**src/rtl/gbu_pkg.sv**
```systemverilog
// ----------------------------------------------------------------------------
// gbu_pkg: shared types and constants of the grid bilinear upsampler
// Command and configuration types, sizes and the reciprocal tables used to
// divide by the refine factor and by its square.
// ----------------------------------------------------------------------------
package gbu_pkg;

	// Grid and field sizes
	localparam int MAX_COARSE_X = 256;
	localparam int MAX_COARSE_Y = 256;
	localparam int MAX_REFINE   = 16;
	localparam int COORD_W      = 12;
	localparam int SAMPLE_W     = 32;
	localparam int VALUE_W      = 48;
	localparam int NODE_W       = 8;
	localparam int OFFS_W       = 4;
	localparam int FACTOR_W     = 5;
	localparam int SIZE_W       = 9;
	localparam int GAIN_W       = 32;
	localparam int CFG_IDX_W    = 3;
	localparam int CFG_DATA_W   = 32;

	// Banked coarse grid: four banks split by column and row parity
	localparam int NUM_BANKS    = 4;
	localparam int HALF_W       = NODE_W - 1;
	localparam int BANK_ADDR_W  = 2 * HALF_W;
	localparam int BANK_DEPTH   = 1 << BANK_ADDR_W;

	// Queues
	localparam int MQ_DEPTH     = 8;
	localparam int MQ_PTR_W     = 3;
	localparam int MQ_CNT_W     = 4;
	localparam int OQ_DEPTH     = 16;
	localparam int OQ_PTR_W     = 4;
	localparam int OQ_CNT_W     = 5;

	localparam logic [GAIN_W-1:0] TOPO_SCALE = 32'd1000;

	// Register indexes
	localparam logic [CFG_IDX_W-1:0] REG_REFINE_FACTOR = 3'd0;
	localparam logic [CFG_IDX_W-1:0] REG_COARSE_WIDTH  = 3'd1;
	localparam logic [CFG_IDX_W-1:0] REG_COARSE_HEIGHT = 3'd2;
	localparam logic [CFG_IDX_W-1:0] REG_SCALE_MODE    = 3'd3;
	localparam logic [CFG_IDX_W-1:0] REG_VELOCITY_GAIN = 3'd4;

	typedef enum logic [1:0] {
		MODE_NONE = 2'd0,
		MODE_TOPO = 2'd1,
		MODE_GAIN = 2'd2
	} scale_mode_t;

	typedef enum logic [1:0] {
		CMD_LOAD  = 2'd0,
		CMD_QUERY = 2'd1,
		CMD_MISS  = 2'd2
	} cmd_kind_t;

	// Sanitized configuration
	typedef struct packed {
		logic [FACTOR_W-1:0] factor;
		logic [SIZE_W-1:0]   width;
		logic [SIZE_W-1:0]   height;
		scale_mode_t         mode;
		logic [GAIN_W-1:0]   gain;
	} cfg_t;

	// Classified request passed from front to back
	typedef struct packed {
		cmd_kind_t                  kind;
		logic [NODE_W-1:0]          cx;
		logic [NODE_W-1:0]          cy;
		logic [OFFS_W-1:0]          rx;
		logic [OFFS_W-1:0]          ry;
		logic signed [SAMPLE_W-1:0] sample;
	} cmd_t;

	localparam logic [16:0] LIN_ONE = 17'h1_0000;
	localparam logic [48:0] SQ_ONE  = 49'h1_0000_0000_0000;

	// ceil(2^16 / r): exact quotient of a 12-bit coordinate after >> 16
	function automatic logic [16:0] recip_lin(input logic [FACTOR_W-1:0] factor);
		logic [16:0] m;
		unique case (factor)
			5'd2:    m = (LIN_ONE + 17'd1)  / 17'd2;
			5'd3:    m = (LIN_ONE + 17'd2)  / 17'd3;
			5'd4:    m = (LIN_ONE + 17'd3)  / 17'd4;
			5'd5:    m = (LIN_ONE + 17'd4)  / 17'd5;
			5'd6:    m = (LIN_ONE + 17'd5)  / 17'd6;
			5'd7:    m = (LIN_ONE + 17'd6)  / 17'd7;
			5'd8:    m = (LIN_ONE + 17'd7)  / 17'd8;
			5'd9:    m = (LIN_ONE + 17'd8)  / 17'd9;
			5'd10:   m = (LIN_ONE + 17'd9)  / 17'd10;
			5'd11:   m = (LIN_ONE + 17'd10) / 17'd11;
			5'd12:   m = (LIN_ONE + 17'd11) / 17'd12;
			5'd13:   m = (LIN_ONE + 17'd12) / 17'd13;
			5'd14:   m = (LIN_ONE + 17'd13) / 17'd14;
			5'd15:   m = (LIN_ONE + 17'd14) / 17'd15;
			5'd16:   m = (LIN_ONE + 17'd15) / 17'd16;
			default: m = LIN_ONE;
		endcase
		return m;
	endfunction

	// ceil(2^48 / r^2): exact quotient of a 40-bit magnitude after >> 48
	function automatic logic [48:0] recip_sq(input logic [FACTOR_W-1:0] factor);
		logic [48:0] m;
		unique case (factor)
			5'd2:    m = (SQ_ONE + 49'd3)   / 49'd4;
			5'd3:    m = (SQ_ONE + 49'd8)   / 49'd9;
			5'd4:    m = (SQ_ONE + 49'd15)  / 49'd16;
			5'd5:    m = (SQ_ONE + 49'd24)  / 49'd25;
			5'd6:    m = (SQ_ONE + 49'd35)  / 49'd36;
			5'd7:    m = (SQ_ONE + 49'd48)  / 49'd49;
			5'd8:    m = (SQ_ONE + 49'd63)  / 49'd64;
			5'd9:    m = (SQ_ONE + 49'd80)  / 49'd81;
			5'd10:   m = (SQ_ONE + 49'd99)  / 49'd100;
			5'd11:   m = (SQ_ONE + 49'd120) / 49'd121;
			5'd12:   m = (SQ_ONE + 49'd143) / 49'd144;
			5'd13:   m = (SQ_ONE + 49'd168) / 49'd169;
			5'd14:   m = (SQ_ONE + 49'd195) / 49'd196;
			5'd15:   m = (SQ_ONE + 49'd224) / 49'd225;
			5'd16:   m = (SQ_ONE + 49'd255) / 49'd256;
			default: m = SQ_ONE;
		endcase
		return m;
	endfunction

endpackage

```
**src/rtl/gbu_cmd_queue.sv**
```systemverilog
// ----------------------------------------------------------------------------
// gbu_cmd_queue: command queue between front and back
// Small first-in first-out buffer; the front never pushes into a full queue.
// ----------------------------------------------------------------------------
module gbu_cmd_queue (
	input  logic          clk,
	input  logic          arst_n,
	input  logic          push,
	input  gbu_pkg::cmd_t din,
	input  logic          pop,
	output gbu_pkg::cmd_t dout,
	output logic          empty
);

	gbu_pkg::cmd_t                 entry_q [gbu_pkg::MQ_DEPTH];
	logic [gbu_pkg::MQ_PTR_W-1:0]  wr_ptr_q;
	logic [gbu_pkg::MQ_PTR_W-1:0]  rd_ptr_q;
	logic [gbu_pkg::MQ_CNT_W-1:0]  count_q;

	assign empty = (count_q == '0);
	assign dout  = entry_q[rd_ptr_q];

	// Advance pointers and occupancy
	always_ff @(posedge clk or negedge arst_n) begin
		if (!arst_n) begin
			wr_ptr_q <= '0;
			rd_ptr_q <= '0;
			count_q  <= '0;
		end else begin
			if (push) begin
				wr_ptr_q <= wr_ptr_q + 1'b1;
			end
			if (pop) begin
				rd_ptr_q <= rd_ptr_q + 1'b1;
			end
			count_q <= count_q + gbu_pkg::MQ_CNT_W'(push) - gbu_pkg::MQ_CNT_W'(pop);
		end
	end

	always_ff @(posedge clk) begin
		if (push) begin
			entry_q[wr_ptr_q] <= din;
		end
	end

endmodule

```
**config.mk**
```make
export PLATFORM = sky130hd
export DESIGN_NAME = gbu_cmd_queue
export DESIGN_NICKNAME = d
export VERILOG_FILES = /design/src/rtl/gbu_pkg.sv /design/src/rtl/gbu_cmd_queue.sv
export SDC_FILE = /design/constraint.sdc
export NUM_CORES = 1
export LEC_CHECK = 0
export BUFFER_PORTS_ARGS = -buffer_cell sky130_fd_sc_hd__buf_2
export CAP_MARGIN = 0
export CORE_MARGIN = 2
export CORE_UTILIZATION = 40
export DETAILED_ROUTE_END_ITERATION = 10
export MAX_ROUTING_LAYER = met4
export PLACE_DENSITY_LB_ADDON = 0.3
export SLEW_MARGIN = 20
export SYNTH_ARGS = -nofsm -noshare
export SYNTH_HDL_FRONTEND = slang
export SYNTH_SLANG_ARGS = --single-unit
```
**constraint.sdc**
```tcl
create_clock -name clk -period 6.3 [get_ports clk]
set_input_delay 0.63 -clock clk [delete_from_list [all_inputs] [get_ports clk]]
set_output_delay 0.63 -clock clk [all_outputs]
set_load 0.005 [all_outputs]
```
==> results.ini <==
[outcome]
status=complete, no violations

[logic_synthesis]
yosys_warnings=0
yosys.area.top_type=edfxtp_1
synth_nets=793
synth_cell_types=21
syn_area_per_cell_um2=24.8
ys_seq_area_frac=0.791
synthCells=723
synth_top_area_share=0.777
syn_area_um2=17900
ys_ff_latch=474
synthTopCellsByArea=edfxtp_1 78%, mux4_2 15%, mux2_2 3.8%

[clocking]
clk_latency_ns=0.57
cts.sinks=474
cts_made_buffers=49
htreeDepth=2
cts_tree=built
path_clk_slew_ns=0.06
cts_root_buf=clkbuf_16
cts_setup_buffers=0
cts_buffer_depth=3

[floorplan]
rows=77
core_area_um2=44200
fp.dieH_um=216
io_pins=121
dieArea_um2=46500
die_x_um=216
start_util=0.406

[routing]
wl_per_cell_um=23.3
postRouteAntennaNets=0
vias=7765
drt-total-wl_mm=35.3
drtIter0Drc=568
drc_errors=0
drtPass1Iterations=4
avgViaCountPerCell=5.13

[power_and_ir_drop]
p_leak_nw=6.78
p_per_area_nw_per_um2=459
peakVddDrop_uv=203
power_mw=9.57

[timing]
maxSlewViolCount=0
setup_viol=0
grt_setup_unrepaired=false
worstMarginPinSlew_ns=1.01
fin_skew_ns=0.0114
hold_violations=0
fin_tns_setup_ns=0
setup_ws_ns=2.44
hold_slack_ns=0.309
final.period_utilization=0.612
max_freq_mhz=259
slew-limit-headroom=0.323
post-route-min-period_ns=3.86

[placement]
dpl.hpwl_mm=18.5
place_ws_ns=2.93
portBuffers=120
place_area_um2=19300
gp_congestion=0.670

[setup_path]
critPathSlowestCell=dfrtp_4
max_stage_delay_ns=0.94
critPathKind=flip-flop to primary output
cp.required_ns=5.67
crit_path_max_fanout=82
endpoint_kind=primary output
arrival_ns=3.23
crit_chain=buf_12, mux4_2, mux2_2, buf_2
critPathLaunchType=flip-flop

[cells_and_area]
syn2layout_area_growth_pct=16.2
final_common_cell=edfxtp_1
final_cell_area_um2=20800
nets=946
fillers=3611
final_cell_mix=464 x edfxtp_1, 120 x buf_2, 116 x mux4_2, 60 x mux2_2, 51 x clkbuf_16
drive_above_1_share=0.427

[global_routing]
grt_pass1_wl_mm=53.1
grt_overflow=0
grt.total_usage=0.159
grt_pass1_vias=8377
grt_max_degree=83
antenna_found_initial=5

[flow_run]
drv_cap=0

[min_path]
hold_class=input pin to flip-flop

==> worst max-delay path: cells and delay by family (launching register included) <==
kind,cells,cell delay (ns)
mux,2,0.88
buf+inv,2,0.72
flops,1,0.94
==> metal layers <==
metal / track usage / part of all wire
met4: 0.0487 / 0.022
met5: - / 0
met2: 0.252 / 0.48
met3: 0.0366 / 0.058
met1: 0.207 / 0.44
==> final timing paths <==
check | startpoint | endpoint | slack (ns) | depth (start not counted)
max reg2reg | wr_ptr_q[1]$_DFFE_PN0P_ | entry_q[1][47]$_DFFE_PP_ | 3.69 | 3
min in group asynchronous | arst_n | rd_ptr_q[1]$_DFFE_PN0P_ | 0.44 | 2
max in group asynchronous | arst_n | rd_ptr_q[2]$_DFFE_PN0P_ | 5.62 | 2
min | pop | rd_ptr_q[0]$_DFFE_PN0P_ | 0.31 | 2
min reg2reg | wr_ptr_q[1]$_DFFE_PN0P_ | wr_ptr_q[1]$_DFFE_PN0P_ | 0.56 | 1
max | rd_ptr_q[0]$_DFFE_PN0P_ | dout[18] | 2.44 | 4
==> stage by stage <==
stage | std cells | utilization
finish | 1514 | 0.471
global route | 1512 | 0.471
CTS | 1507 | 0.471
detailed placement | 1416 | 0.436
global placement | 1416 | 0.436
floorplan | 723 | -
==> repair_timing <==
action / in CTS / in global routing
gates resized for setup: 0 / 0
endpoints found under the hold margin: 10 / 0
hold buffers: 1 / 0
==> synth_stat cells <==
cell type and n:
inv_1 8, a21o_1 1, dfrtp_1 10, nor3_1 2, xnor2_1 3, a21oi_1 1, mux2_2 60, fa_1 1
and3_1 1, nand2b_1 3, buf_1 2, buf_2 14, buf_12 1, mux4_2 116, nor2_1 6, xor2_1 3
buf_6 4, ha_1 7, clkbuf_1 12, nand2_1 4, edfxtp_1 464
==> final cells by class <==
cell class	instances	area (um^2)	area share
clock inverter	22	166	0.00798
timing repair buffer	135	728	0.0349
tap	592	741	0.0355
multi-input combinational	208	3590	0.172
inverter	8	30.0	0.00144
sequential	474	14200	0.681
antenna	7	17.5	0.000840
clock buffer	68	1370	0.0657
==> power breakdown <==
part	internal [mW]	total [mW]	switching, mW
Clock	1.60	2.75	1.15
Combinational	1.35	2.62	1.28
Sequential	3.97	4.19	0.221
==> registers in the layout, summed over array words and instances (netlist names) <==
name and flops:
count_q 4, wr_ptr_q 3, rd_ptr_q 3, entry_q 464
==> cell families (layout without fill, tap and decap cells) <==
logic type               count (synthesis)  after routing  share of synthesized area
adder cells (fa/ha/maj)                  8              8                    0.00600
AO/OA/AOI/OAI                            2              2                   0.000698
multiplexers                           176            176                      0.183
AND/OR/NAND/NOR                         16             16                    0.00405
buffers and inverters                   41            233                     0.0121
XOR/XNOR                                 6              6                    0.00293
flip-flops                             474            474                      0.791
other                                    0              7                          0
No activity file was read; power rests on OpenSTA's default activity.
