`config.mk`:
```
export PLATFORM = sky130hd
export DESIGN_NAME = gbu_front
export DESIGN_NICKNAME = d
export VERILOG_FILES = /design/src/rtl/gbu_pkg.sv /design/src/rtl/gbu_front.sv
export SDC_FILE = /design/constraint.sdc
export NUM_CORES = 1
export LEC_CHECK = 0
export ABC_AREA = 1
export ABC_CLOCK_PERIOD_IN_PS = 2500
export BUFFER_PORTS_ARGS = -buffer_cell sky130_fd_sc_hd__buf_4
export CAP_MARGIN = 20
export CORE_ASPECT_RATIO = 0.8
export CORE_MARGIN = 5
export CORE_UTILIZATION = 30
export DETAILED_ROUTE_END_ITERATION = 10
export PLACE_DENSITY = 0.48
export SYNTH_ARGS = -nofsm -noshare
export SYNTH_HDL_FRONTEND = slang
export SYNTH_SLANG_ARGS = --single-unit
```
`constraint.sdc`:
```
create_clock -name clk -period 2.5 [get_ports clk]
set_input_delay 0.125 -clock clk [delete_from_list [all_inputs] [get_ports clk]]
set_output_delay 0.125 -clock clk [all_outputs]
set_load 0.02 [all_outputs]
```
`src/rtl/gbu_pkg.sv`:
```
// ----------------------------------------------------------------------------
// gbu_pkg: shared types and constants of the grid bilinear upsampler
// Command and configuration types, sizes and the reciprocal tables used to
// divide by the refine factor and by its square.
// ----------------------------------------------------------------------------
package gbu_pkg;

	// Grid and field sizes
	localparam int MAX_COARSE_X = 256;
	localparam int MAX_COARSE_Y = 256;
	localparam int MAX_REFINE   = 16;
	localparam int COORD_W      = 12;
	localparam int SAMPLE_W     = 32;
	localparam int VALUE_W      = 48;
	localparam int NODE_W       = 8;
	localparam int OFFS_W       = 4;
	localparam int FACTOR_W     = 5;
	localparam int SIZE_W       = 9;
	localparam int GAIN_W       = 32;
	localparam int CFG_IDX_W    = 3;
	localparam int CFG_DATA_W   = 32;

	// Banked coarse grid: four banks split by column and row parity
	localparam int NUM_BANKS    = 4;
	localparam int HALF_W       = NODE_W - 1;
	localparam int BANK_ADDR_W  = 2 * HALF_W;
	localparam int BANK_DEPTH   = 1 << BANK_ADDR_W;

	// Queues
	localparam int MQ_DEPTH     = 8;
	localparam int MQ_PTR_W     = 3;
	localparam int MQ_CNT_W     = 4;
	localparam int OQ_DEPTH     = 16;
	localparam int OQ_PTR_W     = 4;
	localparam int OQ_CNT_W     = 5;

	localparam logic [GAIN_W-1:0] TOPO_SCALE = 32'd1000;

	// Register indexes
	localparam logic [CFG_IDX_W-1:0] REG_REFINE_FACTOR = 3'd0;
	localparam logic [CFG_IDX_W-1:0] REG_COARSE_WIDTH  = 3'd1;
	localparam logic [CFG_IDX_W-1:0] REG_COARSE_HEIGHT = 3'd2;
	localparam logic [CFG_IDX_W-1:0] REG_SCALE_MODE    = 3'd3;
	localparam logic [CFG_IDX_W-1:0] REG_VELOCITY_GAIN = 3'd4;

	typedef enum logic [1:0] {
		MODE_NONE = 2'd0,
		MODE_TOPO = 2'd1,
		MODE_GAIN = 2'd2
	} scale_mode_t;

	typedef enum logic [1:0] {
		CMD_LOAD  = 2'd0,
		CMD_QUERY = 2'd1,
		CMD_MISS  = 2'd2
	} cmd_kind_t;

	// Sanitized configuration
	typedef struct packed {
		logic [FACTOR_W-1:0] factor;
		logic [SIZE_W-1:0]   width;
		logic [SIZE_W-1:0]   height;
		scale_mode_t         mode;
		logic [GAIN_W-1:0]   gain;
	} cfg_t;

	// Classified request passed from front to back
	typedef struct packed {
		cmd_kind_t                  kind;
		logic [NODE_W-1:0]          cx;
		logic [NODE_W-1:0]          cy;
		logic [OFFS_W-1:0]          rx;
		logic [OFFS_W-1:0]          ry;
		logic signed [SAMPLE_W-1:0] sample;
	} cmd_t;

	localparam logic [16:0] LIN_ONE = 17'h1_0000;
	localparam logic [48:0] SQ_ONE  = 49'h1_0000_0000_0000;

	// ceil(2^16 / r): exact quotient of a 12-bit coordinate after >> 16
	function automatic logic [16:0] recip_lin(input logic [FACTOR_W-1:0] factor);
		logic [16:0] m;
		unique case (factor)
			5'd2:    m = (LIN_ONE + 17'd1)  / 17'd2;
			5'd3:    m = (LIN_ONE + 17'd2)  / 17'd3;
			5'd4:    m = (LIN_ONE + 17'd3)  / 17'd4;
			5'd5:    m = (LIN_ONE + 17'd4)  / 17'd5;
			5'd6:    m = (LIN_ONE + 17'd5)  / 17'd6;
			5'd7:    m = (LIN_ONE + 17'd6)  / 17'd7;
			5'd8:    m = (LIN_ONE + 17'd7)  / 17'd8;
			5'd9:    m = (LIN_ONE + 17'd8)  / 17'd9;
			5'd10:   m = (LIN_ONE + 17'd9)  / 17'd10;
			5'd11:   m = (LIN_ONE + 17'd10) / 17'd11;
			5'd12:   m = (LIN_ONE + 17'd11) / 17'd12;
			5'd13:   m = (LIN_ONE + 17'd12) / 17'd13;
			5'd14:   m = (LIN_ONE + 17'd13) / 17'd14;
			5'd15:   m = (LIN_ONE + 17'd14) / 17'd15;
			5'd16:   m = (LIN_ONE + 17'd15) / 17'd16;
			default: m = LIN_ONE;
		endcase
		return m;
	endfunction

	// ceil(2^48 / r^2): exact quotient of a 40-bit magnitude after >> 48
	function automatic logic [48:0] recip_sq(input logic [FACTOR_W-1:0] factor);
		logic [48:0] m;
		unique case (factor)
			5'd2:    m = (SQ_ONE + 49'd3)   / 49'd4;
			5'd3:    m = (SQ_ONE + 49'd8)   / 49'd9;
			5'd4:    m = (SQ_ONE + 49'd15)  / 49'd16;
			5'd5:    m = (SQ_ONE + 49'd24)  / 49'd25;
			5'd6:    m = (SQ_ONE + 49'd35)  / 49'd36;
			5'd7:    m = (SQ_ONE + 49'd48)  / 49'd49;
			5'd8:    m = (SQ_ONE + 49'd63)  / 49'd64;
			5'd9:    m = (SQ_ONE + 49'd80)  / 49'd81;
			5'd10:   m = (SQ_ONE + 49'd99)  / 49'd100;
			5'd11:   m = (SQ_ONE + 49'd120) / 49'd121;
			5'd12:   m = (SQ_ONE + 49'd143) / 49'd144;
			5'd13:   m = (SQ_ONE + 49'd168) / 49'd169;
			5'd14:   m = (SQ_ONE + 49'd195) / 49'd196;
			5'd15:   m = (SQ_ONE + 49'd224) / 49'd225;
			5'd16:   m = (SQ_ONE + 49'd255) / 49'd256;
			default: m = SQ_ONE;
		endcase
		return m;
	endfunction

endpackage

```
`src/rtl/gbu_front.sv`:
```
// ----------------------------------------------------------------------------
// gbu_front: request intake and classification
// Two-stage pipeline: range checks and reciprocal multiply, then remainder.
// Pushes one command per kept request into the command queue.
// ----------------------------------------------------------------------------
module gbu_front (
	input  logic                                  clk,
	input  logic                                  arst_n,
	input  gbu_pkg::cfg_t                         cfg,
	input  logic                                  push,
	output logic                                  full,
	input  logic                                  req_type,
	input  logic [gbu_pkg::COORD_W-1:0]           col,
	input  logic [gbu_pkg::COORD_W-1:0]           row,
	input  logic signed [gbu_pkg::SAMPLE_W-1:0]   sample,
	output logic                                  mq_push,
	output gbu_pkg::cmd_t                         mq_cmd,
	input  logic                                  mq_pop
);

	logic                                 accept;
	logic                                 load_ok;
	logic                                 in_grid;
	logic                                 keep;
	logic [12:0]                          span_x;
	logic [12:0]                          span_y;
	logic [16:0]                          recip;
	logic [28:0]                          prod_x;
	logic [28:0]                          prod_y;
	gbu_pkg::cmd_kind_t                   kind_c;
	logic [gbu_pkg::MQ_CNT_W-1:0]         used_q;
	logic [gbu_pkg::OFFS_W-1:0]           rx_c;
	logic [gbu_pkg::OFFS_W-1:0]           ry_c;

	logic                                 valid_s1;
	gbu_pkg::cmd_kind_t                   kind_s1;
	logic [gbu_pkg::COORD_W-1:0]          col_s1;
	logic [gbu_pkg::COORD_W-1:0]          row_s1;
	logic [gbu_pkg::COORD_W-1:0]          qx_s1;
	logic [gbu_pkg::COORD_W-1:0]          qy_s1;
	logic signed [gbu_pkg::SAMPLE_W-1:0]  sample_s1;
	logic                                 valid_s2;
	gbu_pkg::cmd_t                        cmd_s2;

	// Hold off requests once every queue slot is spoken for
	assign full   = (used_q == gbu_pkg::MQ_CNT_W'(gbu_pkg::MQ_DEPTH));
	assign accept = push && !full;

	// Classify: loads outside the coarse grid are dropped here
	assign span_x  = 13'(cfg.width - 9'd1) * 13'(cfg.factor);
	assign span_y  = 13'(cfg.height - 9'd1) * 13'(cfg.factor);
	assign in_grid = (13'(col) <= span_x) && (13'(row) <= span_y);
	assign load_ok = (13'(col) < 13'(cfg.width)) && (13'(row) < 13'(cfg.height));
	assign keep    = accept && (req_type || load_ok);
	assign kind_c  = !req_type ? gbu_pkg::CMD_LOAD :
	                 (in_grid ? gbu_pkg::CMD_QUERY : gbu_pkg::CMD_MISS);

	// Coarse node index by reciprocal multiply
	assign recip  = gbu_pkg::recip_lin(cfg.factor);
	assign prod_x = 29'(col) * 29'(recip);
	assign prod_y = 29'(row) * 29'(recip);

	always_ff @(posedge clk or negedge arst_n) begin
		if (!arst_n) begin
			used_q   <= '0;
			valid_s1 <= 1'b0;
			valid_s2 <= 1'b0;
		end else begin
			used_q   <= used_q + gbu_pkg::MQ_CNT_W'(keep) - gbu_pkg::MQ_CNT_W'(mq_pop);
			valid_s1 <= keep;
			valid_s2 <= valid_s1;
		end
	end

	always_ff @(posedge clk) begin
		kind_s1   <= kind_c;
		col_s1    <= col;
		row_s1    <= row;
		qx_s1     <= prod_x[27:16];
		qy_s1     <= prod_y[27:16];
		sample_s1 <= sample;
	end

	// Offset inside the coarse cell
	assign rx_c = gbu_pkg::OFFS_W'(17'(col_s1) - 17'(qx_s1) * 17'(cfg.factor));
	assign ry_c = gbu_pkg::OFFS_W'(17'(row_s1) - 17'(qy_s1) * 17'(cfg.factor));

	always_ff @(posedge clk) begin
		cmd_s2.kind   <= kind_s1;
		cmd_s2.cx     <= (kind_s1 == gbu_pkg::CMD_LOAD) ? col_s1[7:0] : qx_s1[7:0];
		cmd_s2.cy     <= (kind_s1 == gbu_pkg::CMD_LOAD) ? row_s1[7:0] : qy_s1[7:0];
		cmd_s2.rx     <= rx_c;
		cmd_s2.ry     <= ry_c;
		cmd_s2.sample <= sample_s1;
	end

	assign mq_push = valid_s2;
	assign mq_cmd  = cmd_s2;

endmodule

```
==> results of run 1 <==
repair_timing:
| item | CTS | global route |
|---|---|---|
| hold buffers | 39 | 0 |
| endpoints found under the hold margin | 45 | 0 |
| resized for setup | 222 | 98 |
| setup endpoints to repair | 19 | 23 |
| pin swaps | 132 | 79 |
| gates cloned | 2 | 0 |
| buffers inserted | 27 | 17 |
area by class of cell:
type,count,area share (%)
Timing Repair Buffer,593,17.3
Sequential cell,130,9.51
Clock inverter,14,0.596
Multi-Input combinational cell,1693,58.3
Clock buffer,18,1.55
Timing Repair inverter,2,0.0497
Inverter,628,8.86
Tap cell,860,3.88
where the power goes:
group          switching, µW  internal, µW
logic                   8370          7110
clock network           1060          1500
registers                230          2610
total                   9660         11200
placed cells by master, fill, tap and decap left out, types with 16 or more instances in the layout:
master / netlist / final
a21oi_2: 1 / 32
clkbuf_16: 0 / 17
nand2_1: 529 / 477
nor2_2: 4 / 33
buf_6: 5 / 20
ha_4: 0 / 38
dfxtp_1: 124 / 122
o21ai_0: 39 / 17
nand2_4: 1 / 16
dlygate4sd3_1: 0 / 38
nand3_1: 71 / 53
fa_2: 0 / 25
inv_2: 7 / 33
ha_1: 192 / 150
nand2_2: 8 / 45
xor2_1: 39 / 29
xnor2_1: 25 / 25
nor2_1: 259 / 218
fa_1: 341 / 316
a21oi_1: 75 / 39
inv_1: 613 / 570
buf_4: 6 / 520
worst min path at each step:
stage            from  slack, ns                  end
2_1_floorplan  arst_n      -0.17    mq_push$_DFF_PN0_
3_3_place_gp   arst_n      -0.06  used_q[1]$_DFF_PN0_
3_5_place_dp   arst_n      -0.06  used_q[1]$_DFF_PN0_
4_1_cts        arst_n      0.003  used_q[1]$_DFF_PN0_
5_1_grt        arst_n       0.03  used_q[1]$_DFF_PN0_
6_report       arst_n       0.03  used_q[1]$_DFF_PN0_
synth_stat cells (4+ instances only):
cell type  instances  area [µm²]
ha_1             192        2400
a21oi_1           75         375
nor2_1           259         972
inv_1            613        2300
xor2_1            39         342
a21o_1            11        82.6
nand2_2            8        50.1
dfrtp_1            6         150
nor3_1            18        90.1
or2_2              8        50.1
inv_2              7        26.3
a31oi_1            4        25.0
o21ai_1            4        20.0
nor2_2             4        25.0
o21ai_0           39         195
o21bai_1           5        37.5
buf_6              5        56.3
buf_4              6        45.0
nand3b_1           5        37.5
dfxtp_1          124        2480
xnor2_1           25         219
nand2_1          529        1990
clkbuf_1          38         143
mux2_2            13         146
o211ai_1           5        37.5
fa_1             341        6830
buf_1              7        26.3
nand3_1           71         355
nand4_1           11        68.8
o21a_1             6        45.0
buf_2              9        45.0
clkinv_1           6        22.5
kinds of logic (layout without fill, tap and decap cells):
logic type / Yosys count / count (layout)
and+or+nand+nor: 926 / 926
AOI/OAI and AO/OA: 157 / 157
adders and majority gates: 533 / 533
muxes: 13 / 13
buffers and inverters: 693 / 1255
xor gates and xnor gates: 64 / 64
DFF: 130 / 130
sequential cells by signal (all words and copies together), names as in the netlist:
register / count
mq_cmd: 58
used_q: 4
sample_s1: 32
qy_s1: 8
row_s1: 8
qx_s1: 8
valid_s1: 1
kind_s1: 2
col_s1: 8
mq_push: 1
per-layer routing:
| metal | vias to the layer above | track usage, % | part of all wire (%) |
|---|---|---|---|
| li1 | 8495 | - | - |
| met1 | 8708 | 25.2 | 47 |
| met2 | 406 | 29.3 | 46 |
| met3 | 72 | 2.54 | 4.9 |
| met4 | 0 | 4.56 | 2.0 |
| met5 | - | 0 | 0 |
critical path, cell delays in order:
cell and delay (ns):
buf_12 0.11, clkinv_8 0.07, ha_4 0.28, a21oi_4 0.06
buf_4 0.14, nor2_4 0.21, inv_4 0.11, nor2_2 0.10
fa_1 0.49, fa_2 0.61, fa_2 0.44, fa_1 0.50
inv_1 0.05, fa_1 0.47, inv_1 0.07, ha_4 0.30
nand2_2 0.10, nor2_4 0.13, nand2_2 0.09, nor3_2 0.12
nand4_1 0.20, nand2_1 0.12, xor2_1 0.15
stage by stage:
step	hold WS, ns	util, %
after floorplan	-0.171	-
after global placement	-0.0619	38.3
after detailed placement	-0.0597	38.3
after CTS	0.00297	41.4
after global routing	0.0267	42.2
final	0.0271	42.2
==> summary.txt, run 1 <==
Residual DRC - 0
#FFs+latches synth - 130
net count after synthesis - 3,167
path depth of the worst reg2reg path - 12
R2R Setup Slk - 0.02 ns
pre-CTS setup slack - -2.88 ns
pin count of the biggest net entering global routing - 20
area fraction in and, or, nand and nor cells after synthesis - 18.8%
dpl cell area - 25,100 µm²
run status - finished, violations left
number of flops mapped to enable cells by yosys - 0
vias in the first global route - 19,100
maximum buffer depth of the clock tree - 2
static leakage - 0.0142 µW
core area - 65,700 µm²
mux contribution to synthesized area - 0.736%
Crit Path Class - input port to register
post-route standard cell area excluding fillers - 27,700 µm²
Final Non-Filler Cells - 3,938
iteration-0 DRC count of the detailed router - 944
largest fanout on the critical path - 6
number of slew-limit violations in the final report - 0
Max transition margin - 72.3%
critical register-to-register path endpoint - mq_cmd[35]$_DFF_P_
synthesized instance count - 2,516
final setup vio count - 18
Async S/R FF share, synth - 4.62%
type of the tightest min-delay check - input port to async pin
count of pins on the block boundary - 178
Critical Path Sink Type - register
TritonRoute pass-1 iters - 5
CTS Buf Count - 17
clock tree from TritonCTS - done
number of nets with antenna violations after routing - 0
highest achievable clock rate - 212 MHz
placement row count - 84
Pwr per Cell Area - 753 nW/µm²
measured slew at the worst slew-check pin - 0.416 ns
Data required, critical path - 2.87 ns
CP arrival - 5.08 ns
fraction of layout cells with a size suffix above 1 - 30.8%
crit start category - input port
instance count after placement with tap cells included - 3,821
final worst-path setup slack - -2.21 ns
initial antenna violation count - 0
Root Buffer - clkbuf_16
area of combinational cells with multiple inputs - 16,100 µm²
aggregate negative setup slack - -37.13 ns
final cycle utilization of the critical path - 188%
total wire length after detailed routing - 63.5 mm
number of sinks on the clock net - 130
# H-tree levels - 4
global-route wire length before repair - 103 mm
effective utilization at floorplan - 30.3%
Filler Cells Inserted - 6,585
vias after detailed routing - 17,700
synthesized-area fraction occupied by ao, oa, aoi and oai cells - 4.56%
die boundary width - 298 µm
nets - 3,716
Warnings, synthesis - 0
Final Hold Violating Endpoints - 0
floorplan die area - 71,600 µm²
total track usage - 17.9%
Sequential Area - 2640 µm²
Ant. Diodes - 0
final critical delay including setup and external delays - 4.71 ns
routability cong. - 0.905
latest clock arrival within the worst-skew pair - 0.45 ns
Critical Path Sink - qx_s1[5]$_DFF_P_
Post-Route Skew - 0.0163 ns
Synth Area in Adders - 46.4%
total global routing overflow - 0
average detailed-routed wire length per instance - 16.1 µm
launch point of the worst reg-to-reg path - qy_s1[0]$_DFF_P_
die span in y - 240 µm
synthesized area per cell - 7.91 µm²
setup repair after global routing missed its margin - yes
routed via count divided by cell count - 4.49
post-synthesis sequential area ratio - 13.2%
post-layout power - 20,900 µW
violations in the final reports - setup timing
detailed placement HPWL - 53.7 mm
layout overhead on the synthesized area - 39.2%
maximum vdd ir drop - 0.513 mV
summed instance area of the synthesized netlist - 19,900 µm²
main combinational cell family by area after synthesis - adder cells
Clock transition at path regs - 0.06 ns
dominant synthesized flop cell - dfxtp_1
number of distinct library cells after synthesis - 47
max-cap check violation count - 0
startpoint of the most critical setup path - cfg[52]
number of buffers added on ports - 143
fraction of synthesized cell area in xor and xnor cells - 2.82%
Power figures use the tool's default switching activity.
==> run 2, diff against run 1 <==
--- a/config.mk
+++ b/config.mk
@@ -13,7 +13,9 @@
 export CORE_MARGIN = 5
 export CORE_UTILIZATION = 30
 export DETAILED_ROUTE_END_ITERATION = 10
+export GPL_ROUTABILITY_DRIVEN = 0
 export PLACE_DENSITY = 0.48
+export SETUP_SLACK_MARGIN = 0.5
 export SYNTH_ARGS = -nofsm -noshare
 export SYNTH_HDL_FRONTEND = slang
 export SYNTH_SLANG_ARGS = --single-unit
==> summary.txt, run 2 (synthesis results as in run 1) <==
floorplan die area - 71,600 µm² (unchanged)
maximum vdd ir drop - 0.540 mV (was 0.513 mV)
pin count of the biggest net entering global routing - 20 (unchanged)
Critical Path Sink Type - register (unchanged)
iteration-0 DRC count of the detailed router - 837 (was 944)
R2R Setup Slk - 0.20 ns (was 0.02 ns)
fraction of layout cells with a size suffix above 1 - 32.0% (was 30.8%)
final critical delay including setup and external delays - 4.75 ns (was 4.71 ns)
launch point of the worst reg-to-reg path - qy_s1[0]$_DFF_P_ (unchanged)
maximum buffer depth of the clock tree - 2 (unchanged)
CTS Buf Count - 17 (unchanged)
highest achievable clock rate - 210 MHz (was 212 MHz)
TritonRoute pass-1 iters - 8 (was 5)
final cycle utilization of the critical path - 190% (was 188%)
Clock transition at path regs - 0.06 ns (about the same)
flip-flop count of the largest register after layout - 58 (unchanged)
Residual DRC - 0 (unchanged)
biggest cell delay along the critical path - 0.60 ns (was 0.61 ns)
instance count after placement with tap cells included - 3,798 (was 3,821)
core area - 65,700 µm² (unchanged)
Root Buffer - clkbuf_16 (unchanged)
final worst-path setup slack - -2.25 ns (was -2.21 ns)
routed via count divided by cell count - 4.49 (about the same)
vias after detailed routing - 17,800 (was 17,700)
average detailed-routed wire length per instance - 15.9 µm (was 16.1 µm)
Data required, critical path - 2.84 ns (was 2.87 ns)
post-layout power - 20,900 µW (about the same)
number of sinks on the clock net - 130 (unchanged)
run status - finished, violations left (unchanged)
latest clock arrival within the worst-skew pair - 0.45 ns (about the same)
Filler Cells Inserted - 6,524 (was 6,585)
final setup vio count - 18 (unchanged)
nets - 3,738 (was 3,716)
type of the tightest min-delay check - input port to async pin (unchanged)
number of slew-limit violations in the final report - 0 (unchanged)
layout overhead on the synthesized area - 40.4% (was 39.2%)
# H-tree levels - 4 (unchanged)
path depth of the worst reg2reg path - 12 (unchanged)
Sequential Area - 2650 µm² (was 2640 µm²)
critical register-to-register path endpoint - mq_cmd[35]$_DFF_P_ (unchanged)
die boundary width - 298 µm (unchanged)
clock tree from TritonCTS - done (unchanged)
vias in the first global route - 19,200 (was 19,100)
Post-Route Skew - 0.0121 ns (was 0.0163 ns)
CP arrival - 5.09 ns (was 5.08 ns)
commonest cells after routing, fill and taps aside - inv_1, buf_4, nand2_1 (unchanged)
count of buffer and inverter cells on the critical path - 6 (unchanged)
most common library cell in the layout ignoring fill and taps - inv_1 (unchanged)
Crit Path Class - input port to register (unchanged)
number of buffers added on ports - 143 (unchanged)
total track usage - 17.7% (was 17.9%)
cell-by-cell trace of the critical path - buf_12, buf_4, ha_1, o21ai_2, nand3_4, inv_8, buf_4, nand2_1, fa_1, inv_2, fa_1, fa_1, fa_1, fa_2, ha_4, nand2_4, nor2_4, nand2_2, nor4_2, nand2_1, nand3_2, inv_1, nand2_1, nand2_1 (was buf_12, clkinv_8, ha_4, a21oi_4, buf_4, nor2_4, inv_4, nor2_2, fa_1, fa_2, fa_2, fa_1, inv_1, fa_1, inv_1, ha_4, nand2_2, nor2_4, nand2_2, nor3_2, nand4_1, nand2_1, xor2_1)
static leakage - 0.0143 µW (was 0.0142 µW)
effective utilization at floorplan - 30.3% (unchanged)
measured slew at the worst slew-check pin - 0.478 ns (was 0.416 ns)
largest fanout on the critical path - 7 (was 6)
Worst path slowest cell - fa_1 (was fa_2)
placement row count - 84 (unchanged)
number of nets with antenna violations after routing - 0 (unchanged)
detailed placement HPWL - 52.5 mm (was 53.7 mm)
Final Non-Filler Cells - 3,962 (was 3,938)
category of cells accounting for the largest share of critical-path delay - adder cells (unchanged)
Final Hold Violating Endpoints - 0 (unchanged)
global-route wire length before repair - 101 mm (was 103 mm)
count of pins on the block boundary - 178 (unchanged)
violations in the final reports - setup timing (unchanged)
die span in y - 240 µm (unchanged)
max-cap check violation count - 0 (unchanged)
total wire length after detailed routing - 63.2 mm (was 63.5 mm)
Max transition margin - 68.1% (was 72.3%)
setup repair after global routing missed its margin - yes (unchanged)
total global routing overflow - 0 (unchanged)
Pwr per Cell Area - 746 nW/µm² (was 753 nW/µm²)
area of combinational cells with multiple inputs - 16,100 µm² (about the same)
initial antenna violation count - 2 (was 0)
crit start category - input port (unchanged)
==> run 2: final cells by class <==
| class | instances | area share [%] |
|---|---|---|
| diodes | 2 | 0.0179 |
| multi-input cells | 1693 | 57.7 |
| well taps | 860 | 3.85 |
| inverters | 628 | 8.77 |
| repair buffers | 617 | 18.2 |
| clock buffers | 17 | 1.52 |
| clock inverters | 15 | 0.533 |
| flip-flops and latches | 130 | 9.48 |
==> run 2: worst reg2reg max path: stages, from the launching register on <==
cell and delay (ns):
dfxtp_4 0.37, nand2_2 0.05, inv_2 0.07, ha_4 0.21, xor2_2 0.15, xor2_1 0.17, buf_4 0.14, ha_2 0.16
or2_4 0.25, a21o_1 0.19, a21oi_2 0.15, xor2_1 0.19, xnor2_1 0.09
==> run 2: metal layers <==
metal	up-vias	track usage (%)	part of all wire, %
met5	-	0	0
met4	0	4.74	2.2
met3	78	3.53	6.0
met2	436	29.6	47
met1	8713	23.6	45
li1	8547	-	-
==> run 2: what timing repair did <==
action / in CTS / in global routing
pin swaps: 159 / 126
buffers inserted: 58 / 30
hold buffers: 41 / 0
resized for setup: 216 / 128
gates cloned: 0 / 1
endpoints found under the setup margin: 26 / 26
endpoints found under the hold margin: 47 / 0
==> run 2: worst max-delay path by stage <==
stage	from	cells past startpoint	end	slack [ns]
global placement	cfg[52]	26	qy_s1[6]$_DFF_P_	-2.86
finish	cfg[53]	24	qx_s1[7]$_DFF_P_	-2.25
floorplan	cfg[53]	28	qy_s1[7]$_DFF_P_	-2.45
detailed placement	cfg[52]	26	qy_s1[6]$_DFF_P_	-2.83
CTS	cfg[52]	29	qx_s1[4]$_DFF_P_	-2.15
global route	cfg[53]	27	qx_s1[7]$_DFF_P_	-2.42
==> run 2: stage by stage <==
| step | instance area, µm² | TNS, ns | utilization (%) | setup WS (ns) | hold WS [ns] |
|---|---|---|---|---|---|
| 2_1_floorplan | 20700 | -41.78 | - | -2.45 | -0.171 |
| 3_3_place_gp | 25100 | -49.23 | 38.2 | -2.86 | -0.0616 |
| 3_5_place_dp | 25100 | -49.59 | 38.2 | -2.83 | -0.0585 |
| 4_1_cts | 27300 | -37.12 | 41.5 | -2.15 | 0.00854 |
| 5_1_grt | 27900 | -41.93 | 42.5 | -2.42 | 0.0309 |
| 6_report | 27900 | -38.19 | 42.5 | -2.25 | 0.0319 |
==> run 2: power by group <==
| part | internal [µW] | switching, µW |
|---|---|---|
| clock | 1330 | 1120 |
| combinational | 7250 | 8310 |
| sequential | 2620 | 225 |
